===== src/hdl/wcgs_pkg.sv =====
// ----------------------------------------------------------------------------
// wcgs_pkg
// Shared widths, register codes and types of the widest clear gap steering
// unit.
// ----------------------------------------------------------------------------
package wcgs_pkg;

  localparam int MAX_SAMPLES = 1024;

  localparam int IDX_W  = $clog2(MAX_SAMPLES);
  localparam int CNT_W  = $clog2(MAX_SAMPLES + 1);
  localparam int SUM_W  = IDX_W + 1;

  localparam int RANGE_W = 16;
  localparam int THR_W   = 16;
  localparam int SPAN_W  = 7;
  localparam int NEUT_W  = 8;

  localparam int CFG_W     = 16;
  localparam int CFG_IDX_W = 2;

  localparam logic [THR_W-1:0]  THR_RESET  = THR_W'(40);
  localparam logic [SPAN_W-1:0] SPAN_RESET = SPAN_W'(30);
  localparam logic [NEUT_W-1:0] NEUT_RESET = NEUT_W'(90);

  // steering numerator: span*center_twice + (neutral - span)*length
  localparam int DIFF_W = NEUT_W + 1;
  localparam int P1_W   = SPAN_W + SUM_W;
  localparam int P2_W   = DIFF_W + CNT_W + 1;
  localparam int NUM_W  = ((P1_W > P2_W) ? P1_W : P2_W) + 1;
  localparam int MAG_W  = NUM_W - 1;
  localparam int ITER_W = $clog2(MAG_W);

  // result field widths
  localparam int START_W  = 10;
  localparam int LENGTH_W = 11;
  localparam int CENTER_W = 11;
  localparam int STEER_W  = 10;

  localparam int S_TDATA_W = 16;
  localparam int OUT_BITS  = 2 * START_W + LENGTH_W + CENTER_W + STEER_W + 1;
  localparam int M_TDATA_W = ((OUT_BITS + 7) / 8) * 8;

  typedef enum logic [CFG_IDX_W-1:0] {
    CFG_THRESHOLD = 2'd0,
    CFG_HALF_SPAN = 2'd1,
    CFG_NEUTRAL   = 2'd2
  } cfg_reg_t;

  typedef struct packed {
    logic [IDX_W-1:0] run_start;
    logic [IDX_W-1:0] run_end;
    logic [CNT_W-1:0] run_length;
    logic [SUM_W-1:0] center_twice;
    logic [CNT_W-1:0] scan_length;
    logic             too_long;
  } scan_sum_t;

  typedef struct packed {
    logic start;
    logic ack;
  } steer_ctl_t;

endpackage


===== src/hdl/widest_clear_gap_steering_unit.sv =====
// ----------------------------------------------------------------------------
// widest_clear_gap_steering_unit
// Finds the longest run of clear range samples in a scan and derives the
// gap bounds, center and a steering value.
// ----------------------------------------------------------------------------
// Ordinary samples transfer at one per cycle while no steering result is pending.
// A sample with tlast starts the steering divide: the result passes through
// one capture step, two setup steps, one restoring divide step per quotient
// bit for 21 bits and one output load, and no sample is taken until the
// result is in the output register.
// Reset (synchronous, active high) clears the scan and restores registers
// to threshold 40, half span 30, neutral 90.
// ----------------------------------------------------------------------------
module widest_clear_gap_steering_unit (
  input  logic                                clk,
  input  logic                                rst,
  input  logic                                cfg_we,
  input  logic [wcgs_pkg::CFG_IDX_W-1:0]      cfg_index,
  input  logic [wcgs_pkg::CFG_W-1:0]          cfg_data,
  input  logic                                s_tvalid,
  output logic                                s_tready,
  input  logic [wcgs_pkg::S_TDATA_W-1:0]      s_tdata,  // range_value
  input  logic                                s_tlast,  // last_sample
  output logic                                m_tvalid,
  input  logic                                m_tready,
  // run_start, run_end, run_length, center_twice, steer_command, too_long
  output logic [wcgs_pkg::M_TDATA_W-1:0]      m_tdata
);
  import wcgs_pkg::*;

  logic [THR_W-1:0]          clear_threshold;
  logic [SPAN_W-1:0]         steer_half_span;
  logic [NEUT_W-1:0]         steer_neutral;
  logic                      take;
  scan_sum_t                 summary;
  logic                      summary_valid;
  steer_ctl_t                ctl;
  logic                      steer_idle;
  logic                      steer_done;
  logic signed [STEER_W-1:0] steer_command;
  logic                      out_load;

  always_ff @(posedge clk) begin
    if (rst) begin
      clear_threshold <= THR_RESET;
      steer_half_span <= SPAN_RESET;
      steer_neutral   <= NEUT_RESET;
    end else if (cfg_we) begin
      case (cfg_index)
        CFG_THRESHOLD: clear_threshold <= cfg_data[THR_W-1:0];
        CFG_HALF_SPAN: steer_half_span <= cfg_data[SPAN_W-1:0];
        CFG_NEUTRAL:   steer_neutral   <= cfg_data[NEUT_W-1:0];
        default: begin
        end
      endcase
    end
  end

  assign s_tready = steer_idle && !summary_valid;
  assign take     = s_tvalid && s_tready;

  wcgs_scan u_scan (
    .clk             (clk),
    .rst             (rst),
    .take            (take),
    .range_value     (s_tdata[RANGE_W-1:0]),
    .last_sample     (s_tlast),
    .clear_threshold (clear_threshold),
    .summary         (summary),
    .summary_valid   (summary_valid)
  );

  assign out_load  = steer_done && (!m_tvalid || m_tready);
  assign ctl.start = summary_valid;
  assign ctl.ack   = out_load;

  wcgs_steer u_steer (
    .clk           (clk),
    .rst           (rst),
    .ctl           (ctl),
    .half_span     (steer_half_span),
    .neutral       (steer_neutral),
    .center_twice  (summary.center_twice),
    .scan_length   (summary.scan_length),
    .idle          (steer_idle),
    .done          (steer_done),
    .steer_command (steer_command)
  );

  always_ff @(posedge clk) begin
    if (rst) begin
      m_tvalid <= 1'b0;
    end else if (out_load) begin
      m_tvalid <= 1'b1;
    end else if (m_tready) begin
      m_tvalid <= 1'b0;
    end
  end

  always_ff @(posedge clk) begin
    if (out_load) begin
      m_tdata <= M_TDATA_W'({summary.too_long,
                             steer_command,
                             CENTER_W'(summary.center_twice),
                             LENGTH_W'(summary.run_length),
                             START_W'(summary.run_end),
                             START_W'(summary.run_start)});
    end
  end

`ifndef NO_ASSERTIONS
  a_last_stalls_input: assert property (@(posedge clk) disable iff (rst)
    (take && s_tlast) |=> !s_tready)
    else $error("sample taken while a scan result is pending");

  a_summary_finds_idle: assert property (@(posedge clk) disable iff (rst)
    summary_valid |-> steer_idle)
    else $error("scan summary arrived while steering unit busy");

  a_load_sets_valid: assert property (@(posedge clk) disable iff (rst)
    out_load |=> (m_tvalid && steer_idle))
    else $error("result load did not reach output register");
`endif

endmodule


===== src/hdl/wcgs_scan.sv =====
// ----------------------------------------------------------------------------
// wcgs_scan
// Per-sample run tracker: follows the current clear run and the longest one,
// and hands over a summary at the end of each scan.
// ----------------------------------------------------------------------------
module wcgs_scan (
  input  logic                            clk,
  input  logic                            rst,
  input  logic                            take,
  input  logic [wcgs_pkg::RANGE_W-1:0]    range_value,
  input  logic                            last_sample,
  input  logic [wcgs_pkg::THR_W-1:0]      clear_threshold,
  output wcgs_pkg::scan_sum_t             summary,
  output logic                            summary_valid
);
  import wcgs_pkg::*;

  logic [CNT_W-1:0] sample_index, sample_index_next;
  logic [CNT_W-1:0] current_run, current_run_next;
  logic [CNT_W-1:0] best_run, best_run_next;
  logic [IDX_W-1:0] best_start, best_start_next;
  logic [IDX_W-1:0] best_end, best_end_next;
  logic             overflow_seen, overflow_seen_next;
  logic [CNT_W-1:0] first_idx;

  always_comb begin
    sample_index_next  = sample_index;
    current_run_next   = current_run;
    best_run_next      = best_run;
    best_start_next    = best_start;
    best_end_next      = best_end;
    overflow_seen_next = overflow_seen;
    first_idx          = sample_index + CNT_W'(1) - (current_run + CNT_W'(1));
    if (sample_index < CNT_W'(MAX_SAMPLES)) begin
      if (range_value > clear_threshold) begin
        current_run_next = current_run + CNT_W'(1);
        if (current_run_next > best_run) begin
          best_run_next   = current_run_next;
          best_start_next = first_idx[IDX_W-1:0];
          best_end_next   = sample_index[IDX_W-1:0];
        end
      end else begin
        current_run_next = '0;
      end
      sample_index_next = sample_index + CNT_W'(1);
    end else begin
      overflow_seen_next = 1'b1;
    end
  end

  always_ff @(posedge clk) begin
    if (rst) begin
      sample_index  <= '0;
      current_run   <= '0;
      best_run      <= '0;
      best_start    <= '0;
      best_end      <= '0;
      overflow_seen <= 1'b0;
      summary_valid <= 1'b0;
    end else begin
      summary_valid <= 1'b0;
      if (take) begin
        if (last_sample) begin
          sample_index  <= '0;
          current_run   <= '0;
          best_run      <= '0;
          best_start    <= '0;
          best_end      <= '0;
          overflow_seen <= 1'b0;
          summary_valid <= 1'b1;
        end else begin
          sample_index  <= sample_index_next;
          current_run   <= current_run_next;
          best_run      <= best_run_next;
          best_start    <= best_start_next;
          best_end      <= best_end_next;
          overflow_seen <= overflow_seen_next;
        end
      end
    end
  end

  always_ff @(posedge clk) begin
    if (take && last_sample) begin
      summary.run_start    <= best_start_next;
      summary.run_end      <= best_end_next;
      summary.run_length   <= best_run_next;
      summary.center_twice <= SUM_W'(best_start_next) + SUM_W'(best_end_next);
      summary.scan_length  <= sample_index_next;
      summary.too_long     <= overflow_seen_next;
    end
  end

`ifndef NO_ASSERTIONS
  a_best_within_scan: assert property (@(posedge clk) disable iff (rst)
    best_run <= sample_index)
    else $error("longest run exceeds samples seen");

  a_run_within_best: assert property (@(posedge clk) disable iff (rst)
    current_run <= best_run)
    else $error("current run exceeds longest run");

  a_cleared_after_last: assert property (@(posedge clk) disable iff (rst)
    summary_valid |-> (sample_index == '0))
    else $error("scan state not cleared after last sample");
`endif

endmodule


===== src/hdl/wcgs_steer.sv =====
// ----------------------------------------------------------------------------
// wcgs_steer
// Steering sequencer: forms the signed numerator, then divides it by the scan
// length with one shared restoring subtract step per cycle.
// ----------------------------------------------------------------------------
module wcgs_steer (
  input  logic                                clk,
  input  logic                                rst,
  input  wcgs_pkg::steer_ctl_t                ctl,
  input  logic [wcgs_pkg::SPAN_W-1:0]         half_span,
  input  logic [wcgs_pkg::NEUT_W-1:0]         neutral,
  input  logic [wcgs_pkg::SUM_W-1:0]          center_twice,
  input  logic [wcgs_pkg::CNT_W-1:0]          scan_length,
  output logic                                idle,
  output logic                                done,
  output logic signed [wcgs_pkg::STEER_W-1:0] steer_command
);
  import wcgs_pkg::*;

  typedef enum logic [4:0] {
    ST_IDLE = 5'b00001,
    ST_MUL  = 5'b00010,
    ST_ADD  = 5'b00100,
    ST_DIV  = 5'b01000,
    ST_DONE = 5'b10000
  } steer_state_t;

  steer_state_t state, state_next;

  logic [SUM_W-1:0]        center_q;
  logic [CNT_W-1:0]        len_q;
  logic [SPAN_W-1:0]       span_q;
  logic [NEUT_W-1:0]       neut_q;
  logic [P1_W-1:0]         p1;
  logic signed [NUM_W-1:0] p2;
  logic signed [NUM_W-1:0] num;
  logic signed [DIFF_W-1:0] diff;
  logic [NUM_W-1:0]        num_abs;
  logic                    neg;
  logic [CNT_W-1:0]        rem;
  logic [MAG_W-1:0]        quot;
  logic [ITER_W-1:0]       count;
  logic [CNT_W:0]          shifted;
  logic [CNT_W:0]          trial;
  logic                    fits;
  logic [STEER_W-1:0]      quot_trunc;

  assign diff    = $signed(DIFF_W'(neut_q)) - $signed(DIFF_W'(span_q));
  assign num     = $signed(NUM_W'(p1)) + p2;
  assign num_abs = num[NUM_W-1] ? NUM_W'(-num) : NUM_W'(num);
  assign shifted = {rem, quot[MAG_W-1]};
  assign trial   = shifted - {1'b0, len_q};
  assign fits    = shifted >= {1'b0, len_q};

  always_comb begin
    state_next = state;
    case (state)
      ST_IDLE: if (ctl.start) state_next = ST_MUL;
      ST_MUL:  state_next = ST_ADD;
      ST_ADD:  state_next = ST_DIV;
      ST_DIV:  if (count == '0) state_next = ST_DONE;
      ST_DONE: if (ctl.ack) state_next = ST_IDLE;
      default: state_next = ST_IDLE;
    endcase
  end

  always_ff @(posedge clk) begin
    if (rst) begin
      state <= ST_IDLE;
    end else begin
      state <= state_next;
    end
  end

  always_ff @(posedge clk) begin
    case (state)
      ST_IDLE: begin
        center_q <= center_twice;
        len_q    <= scan_length;
        span_q   <= half_span;
        neut_q   <= neutral;
      end
      ST_MUL: begin
        p1 <= P1_W'(span_q) * P1_W'(center_q);
        p2 <= NUM_W'(diff) * $signed(NUM_W'(len_q));
      end
      ST_ADD: begin
        neg   <= num[NUM_W-1];
        quot  <= num_abs[MAG_W-1:0];
        rem   <= '0;
        count <= ITER_W'(MAG_W - 1);
      end
      ST_DIV: begin
        rem   <= fits ? trial[CNT_W-1:0] : shifted[CNT_W-1:0];
        quot  <= {quot[MAG_W-2:0], fits};
        count <= count - ITER_W'(1);
      end
      default: begin
      end
    endcase
  end

  assign quot_trunc    = quot[STEER_W-1:0];
  assign steer_command = neg ? $signed(-quot_trunc) : $signed(quot_trunc);
  assign idle          = (state == ST_IDLE);
  assign done          = (state == ST_DONE);

endmodule


===== config.mk =====
export PLATFORM = sky130hd
export DESIGN_NAME = widest_clear_gap_steering_unit
export DESIGN_NICKNAME = d
export VERILOG_FILES = /design/src/hdl/wcgs_pkg.sv /design/src/hdl/widest_clear_gap_steering_unit.sv /design/src/hdl/wcgs_scan.sv /design/src/hdl/wcgs_steer.sv
export SDC_FILE = /design/constraint.sdc
export NUM_CORES = 1
export LEC_CHECK = 0
export BUFFER_PORTS_ARGS = -buffer_cell sky130_fd_sc_hd__buf_2
export CORE_UTILIZATION = 50
export CTS_BUF_LIST = sky130_fd_sc_hd__clkbuf_4 sky130_fd_sc_hd__clkbuf_8
export DETAILED_ROUTE_END_ITERATION = 16
export HOLD_SLACK_MARGIN = 0.06
export PLACE_DENSITY_LB_ADDON = 0.1
export SYNTH_ARGS = -nofsm -noshare
export SYNTH_HDL_FRONTEND = slang
export SYNTH_SLANG_ARGS = --single-unit

===== constraint.sdc =====
create_clock -name clk -period 7.23 [get_ports clk]
set_input_delay 1.0845 -clock clk [delete_from_list [all_inputs] [get_ports clk]]
set_output_delay 1.0845 -clock clk [all_outputs]
set_load 0.1 [all_outputs]

Word level (Yosys, flattened, before mapping)
Cells that the tools add are included.
W data, S select, Z words.
{"block": "classes", "n_bitwise": 1, "n_lt_le_gt_ge": 4, "addsub": 10, "eq_ne": 10, "mul": 2, "n_mux": 32, "reduce_logical": 18}
{"op": "$mux W11", "n": 10}
{"op": "$mux W10", "n": 9}
{"op": "$pmux W21 S2", "n": 1}
{"op": "$pmux W5 S5", "n": 1}
{"op": "$add A11 B1 Y11 const B", "n": 2}
{"op": "$add A19 B22 Y22", "n": 1}
{"op": "$pmux W11 S2", "n": 1}
{"op": "$mul A9 B12 Y21", "n": 1}
{"op": "$mux W21", "n": 1}
{"op": "$neg A21 Y21", "n": 1}
{"op": "$mul A7 B11 Y18", "n": 1}
{"op": "$gt A16 B16 Y1", "n": 1}
{"op": "$mux W5", "n": 3}
{"op": "$ge A12 B11 Y1", "n": 1}
{"op": "$add A10 B10 Y11", "n": 1}
{"op": "$gt A11 B11 Y1", "n": 1}
{"op": "$lt A11 B11 Y1 const B", "n": 1}
{"op": "$sub A11 B11 Y11", "n": 1}
{"op": "$neg A10 Y10", "n": 1}
{"op": "$pmux W5 S2", "n": 1}
{"op": "$sub A10 B10 Y10", "n": 1}
{"op": "$sub A8 B7 Y9", "n": 1}
{"op": "$reduce_and A2 Y1", "n": 4}
{"op": "$ne A2 B1 Y1 const B", "n": 3}
{"op": "other kinds (18)", "n": 28}
{"block": "totals", "reg_bits": 314}

Longest topological paths before layout
{"block": "logic_depth", "word_depth": 6, "ltp_mapped": 30, "ltp_nobuf": 29}

By module
From an unflattened synthesis, not the netlist that was laid out.
{"block": "unflattened", "hier_cells": 2020, "area_unflattened_um2": 21140.3}
{"module": "wcgs_steer", "instances": 1, "area_each_um2": 12406.9, "cells_each": 1271, "seq_area_each_um2": 3523.4}
{"module": "wcgs_scan", "instances": 1, "area_each_um2": 5753.0, "cells_each": 556, "seq_area_each_um2": 2722.6}
{"module": "widest_clear_gap_steering_unit", "instances": 1, "area_each_um2": 2980.4, "cells_each": 193, "seq_area_each_um2": 2232.1}

Worst setup path before layout
Ideal clock, no wire load.
{"block": "synth_path", "path_kind": "reg2reg", "from": "register u_steer.span_q[1]", "to": "register u_steer.p2[19] (data pin)", "period_less_slack_ns": 7.281, "t_required_ns": 6.972, "arrival_ns": 7.023, "setup_time_ns": 0.258, "stages_incl_launch_ff": 31, "slack_ns": -0.051, "path_buffers": 2, "cell_sequence": "edfxtp_1 -> clkbuf_1 -> inv_1 -> ha_1 -> nor2b_1 -> o21ai_0 -> a21boi_0 -> o21ai_0 -> nand2b_1 -> a21o_1 -> a21oi_1 -> xnor2_1 -> clkbuf_1 -> nand2b_1 -> fa_1 -> fa_1 -> inv_1 -> fa_1 -> fa_1 -> inv_1 -> fa_1 -> inv_1 -> ha_1 -> a21oi_1 -> o21bai_1 -> a211oi_1 -> o31ai_1 -> or4_1 -> a31o_2 -> a21oi_1 -> xnor2_1"}
{"block": "synth_between", "elab_chain_cells": 2}
{"item": "start, declared", "line": "wcgs_steer.sv:32", "rtl": "logic [SPAN_W-1:0] span_q;"}
{"item": "start signal, assigned", "line": "wcgs_steer.sv:80", "rtl": "span_q <= half_span;"}
{"item": "$sub A8 B7 Y9", "line": "wcgs_steer.sv:48", "rtl": "assign diff = $signed(DIFF_W'(neut_q)) - $signed(DIFF_W'(span_q));"}
{"item": "$mul A9 B12 Y21", "line": "wcgs_steer.sv:85", "rtl": "p2 <= NUM_W'(diff) * $signed(NUM_W'(len_q));"}
{"item": "end signal, assigned", "line": "wcgs_steer.sv:85"}
{"item": "end, declared", "line": "wcgs_steer.sv:35", "rtl": "logic signed [NUM_W-1:0] p2;"}
No other way between the ends.
A chain may end at the register's enable or synchronous reset.

Worst setup path after layout
{"block": "layout_path", "from": "register u_steer.neut_q[0]", "to": "register u_steer.p2[19] (data pin)"}
{"block": "layout_between", "elab_chain_cells": 2}
{"item": "start, declared", "line": "wcgs_steer.sv:33", "rtl": "logic [NEUT_W-1:0] neut_q;"}
{"item": "start signal, assigned", "line": "wcgs_steer.sv:81", "rtl": "neut_q <= neutral;"}
{"item": "$sub A8 B7 Y9", "line": "wcgs_steer.sv:48"}
{"item": "$mul A9 B12 Y21", "line": "wcgs_steer.sv:85"}
No other way between the ends.

==> results.txt <==
Clock Pin Slew Worst Setup and Hold Paths: 0.06 ns
Violated checks: design-rule violations
Core Box Area: 0.0410 mm2
Post-synthesis sequential area ratio: 0.406
Antenna diode count: 0
Reg-to-reg endpoint: u_steer.p2[19]
Vias in the first global route: 14800
Layout cells sized above 1: 0.128
Final ANT Viol Nets: 0
Die Span Y: 206 um
Post-CTS setup buffers: 0
Worst Hold Class: flip-flop to flip-flop
CTS Root Buffer Type: clkbuf_8
Adder-cell share of the synthesized area: 0.218
Post-Synth XOR/XNOR Area: 0.0519
Critical path class: flip-flop to flip-flop
Pre-Repair DR Iteration Count: 11
Cell Rows: 74
Mapped Cells: 1988
I/O Pins: 98
Slew @ Worst Pin: 1.12 ns
Ys flop type: edfxtp_1
Max_cap viols: 0
Final critical-path required period: 6.86 ns
Initial Utilization: 0.509
Post-cts repair resize count: 0
Crit. End Element: flip-flop
Fin. max-slew vios: 0
Layout area overhead: 11.2%
Largest cells by area after synthesis: edfxtp_1 32%, ha_1 11%, fa_1 11%, dfxtp_1 8.8%, inv_1 4.0%
Hold path startpoint: u_scan.summary[4]
Avg WL per Cell: 16.8 um
Initial DRC Count: 615
Post-synth top area cell: edfxtp_1
Total gr overflow: 0
CTS Buf Count: 53
Final Util: 0.566
Worst path max stage delay: 0.57 ns
Worst r2r src: u_steer.neut_q[0]
Max H-tree Level: 2
Final nets: 2426
Post-synth EDFFs: 221
Routability cong.: 0.858
Avg Cell Area, Syn: 10.5 um2
Synth cell types: 78
CTS Sinks: 313
Remaining DRCs: 2
TritonCTS clock tree: built
Post-Route WL: 44.9 mm
Largest net degree at the start of global routing: 66
Worst Path Arrival: 7.29 ns
Slew HR: 0.251
Synth Cell Area: 0.0209 mm2
Maximum fanout along the worst path: 3
Final HPWL DP: 33.8 mm
CTS max path bufs: 3
Startpoint types: flip-flop
Final period utilization: 0.949
Initial antenna violation count: 0
Worst-Skew Late Latency: 0.67 ns
Via count: 14300
Async set-reset flop share out of synthesis: 0
Number of buffer cells added on primary ports: 94
# fillers: 3636
Reg2Reg Depth: 27
CP top delay family: adder cells
Worst hold endpoint: u_steer.len_q[3]
First-pass GRT wire length: 73.7 mm
Count of final setup violators: 0
Vias per cell: 5.35
YS warnings: 0
FMAX: 0.146 GHz
Simple-gate share of the synthesized area: 0.135
CP max stage cell: fa_1
Die area: 0.0426 mm2
Layout Skew: 0.0770 ns
Status: finished, violations left
Final Hold Fails: 0
Gr usage total: 0.219
#FFs+latches synth: 313
Main combinational cell family by area after synthesis: adder cells
Crit path required time: 7.66 ns
Mux cell area share after synthesis: 0.0216
Area share of the largest cell type after synthesis: 0.318
CP dominant cell by count: fa_1
Cts hold-fix bufs: 0
Synth Area in Compound Gates: 0.112
Crit path buf inv count: 4
Chip width: 206 um
Worst R2R Setup Slack: 0.37 ns
RSZ-0062 raised after global routing: true
WHS Path Cells: 0
-- cells in the final DEF, fill, tap and decap left out, types with 14 or more instances in the layout --
cell type and n:
inv_1 220, buf_4 31, xor2_1 39, a22oi_1 15, nor2_1 148, nand2b_1 39, nand2_1 161, a211o_1 14
mux2_2 24, o21a_1 21, buf_2 94, dfxtp_1 92, edfxtp_1 221, clkbuf_8 60, o21ai_0 53, a22o_1 29
nand3_1 45, nor2b_1 16, xnor2_1 83, ha_1 182, mux2i_1 18, a21o_1 26, fa_1 113, a21oi_1 85
nor3_1 22, and2_1 75
-- metal layers --
metal,global-route usage,vias up,wire length [um]
met2,0.384,224,22000
li1,-,7044,-
met5,0,-,0
met4,0.0696,0,1100
met3,0.0315,77,1720
met1,0.276,6907,20000
-- logic make-up (layout without fill, tap and decap cells) --
family	count (synthesis)	count (layout)
xor+xnor	123	123
fa+ha+maj	296	296
mux	42	42
compound gates	341	341
simple gates	571	571
buf+inv	301	444
flops	313	313
other cells	1	3
-- how the worst max path moves through the flow --
stage | slack, ns | end | cells after the start | from
3_5_place_dp | 0.02 | u_steer.p2[19] | 27 | u_steer.neut_q[0]
5_1_grt | -0.01 | u_steer.p2[19] | 28 | u_steer.span_q[1]
2_1_floorplan | 0.03 | u_steer.p2[19] | 30 | u_steer.span_q[1]
4_1_cts | 0.05 | u_steer.p2[19] | 28 | u_steer.span_q[1]
3_3_place_gp | 0.1 | u_steer.p2[19] | 27 | u_steer.neut_q[0]
6_report | 0.37 | u_steer.p2[19] | 27 | u_steer.neut_q[0]
-- registers in the layout, indices dropped and copies added (netlist names), 10 cells and up --
signal,flops
u_scan.sample_index,11
u_scan.current_run,11
u_scan.summary,54
u_steer.quot,21
u_scan.best_run,11
u_steer.len_q,11
u_scan.best_start,10
clear_threshold,16
u_steer.p2,21
u_steer.p1,18
m_tdata,53
u_scan.best_end,10
u_steer.rem,11
u_steer.center_q,11
-- through the flow --
| step | std cells | hold WS [ns] | setup WS [ns] | setup TNS (ns) | cell area [um2] |
|---|---|---|---|---|---|
| 3_5_place_dp | 2567 | 0.407 | 0.0207 | 0 | 22000 |
| 5_1_grt | 2665 | 0.354 | -0.0131 | -0.0131 | 23200 |
| 4_1_cts | 2665 | 0.343 | 0.0489 | 0 | 23200 |
| 6_report | 2665 | 0.357 | 0.368 | 0 | 23200 |
| 2_1_floorplan | 1990 | 0.400 | 0.0333 | 0 | 20900 |
| 3_3_place_gp | 2567 | 0.404 | 0.0978 | 0 | 22000 |
-- area by class of cell --
class	count	area (um2)	area share
Clock buffer	73	923	0.0398
Clock inverter	25	284	0.0122
Inverter	221	830	0.0357
Multi-Input combinational cell	1376	11300	0.488
Sequential cell	313	8480	0.365
Tap cell	532	666	0.0287
Timing Repair Buffer	125	703	0.0303
-- synthesized netlist by cell type (7+ instances only) --
cell,count
o21bai_1,7
a22oi_1,15
nor3b_1,9
a21oi_1,87
a211oi_1,11
inv_1,221
edfxtp_1,221
xnor2_1,83
clkbuf_1,62
dfxtp_1,92
nor3_1,22
and2_1,75
a31oi_1,11
nand2_1,161
a211o_1,14
o31ai_1,11
buf_2,11
nand2b_1,39
nor2_1,149
nand4_1,8
mux2i_1,18
o211ai_1,7
and3_1,8
mux2_2,24
nand3_1,45
fa_1,113
o21a_1,21
a21o_1,26
o21ai_0,56
a22o_1,29
ha_1,183
nor2b_1,17
xor2_1,39
-- worst reg2reg max path, stage by stage (launching register included) --
cell and delay (ns):
edfxtp_1 0.35, inv_1 0.09, ha_1 0.17, fa_1 0.21, nor2b_1 0.05, o21ai_1 0.13
nand2b_1 0.10, a21o_1 0.19, a21o_1 0.20, a211o_1 0.31, or2_2 0.30, fa_1 0.51
fa_1 0.57, inv_1 0.06, fa_1 0.50, fa_1 0.54, inv_1 0.05, fa_1 0.49
inv_1 0.06, ha_4 0.25, a21oi_2 0.16, o21bai_1 0.11, a211oi_2 0.26, o31ai_2 0.11
or4_1 0.43, a31o_2 0.26, a21oi_2 0.14, xnor2_1 0.07
Power is left out: the tool's default activity adds up to more than one toggle a clock period on the data nets, which glitch-free logic cannot reach.
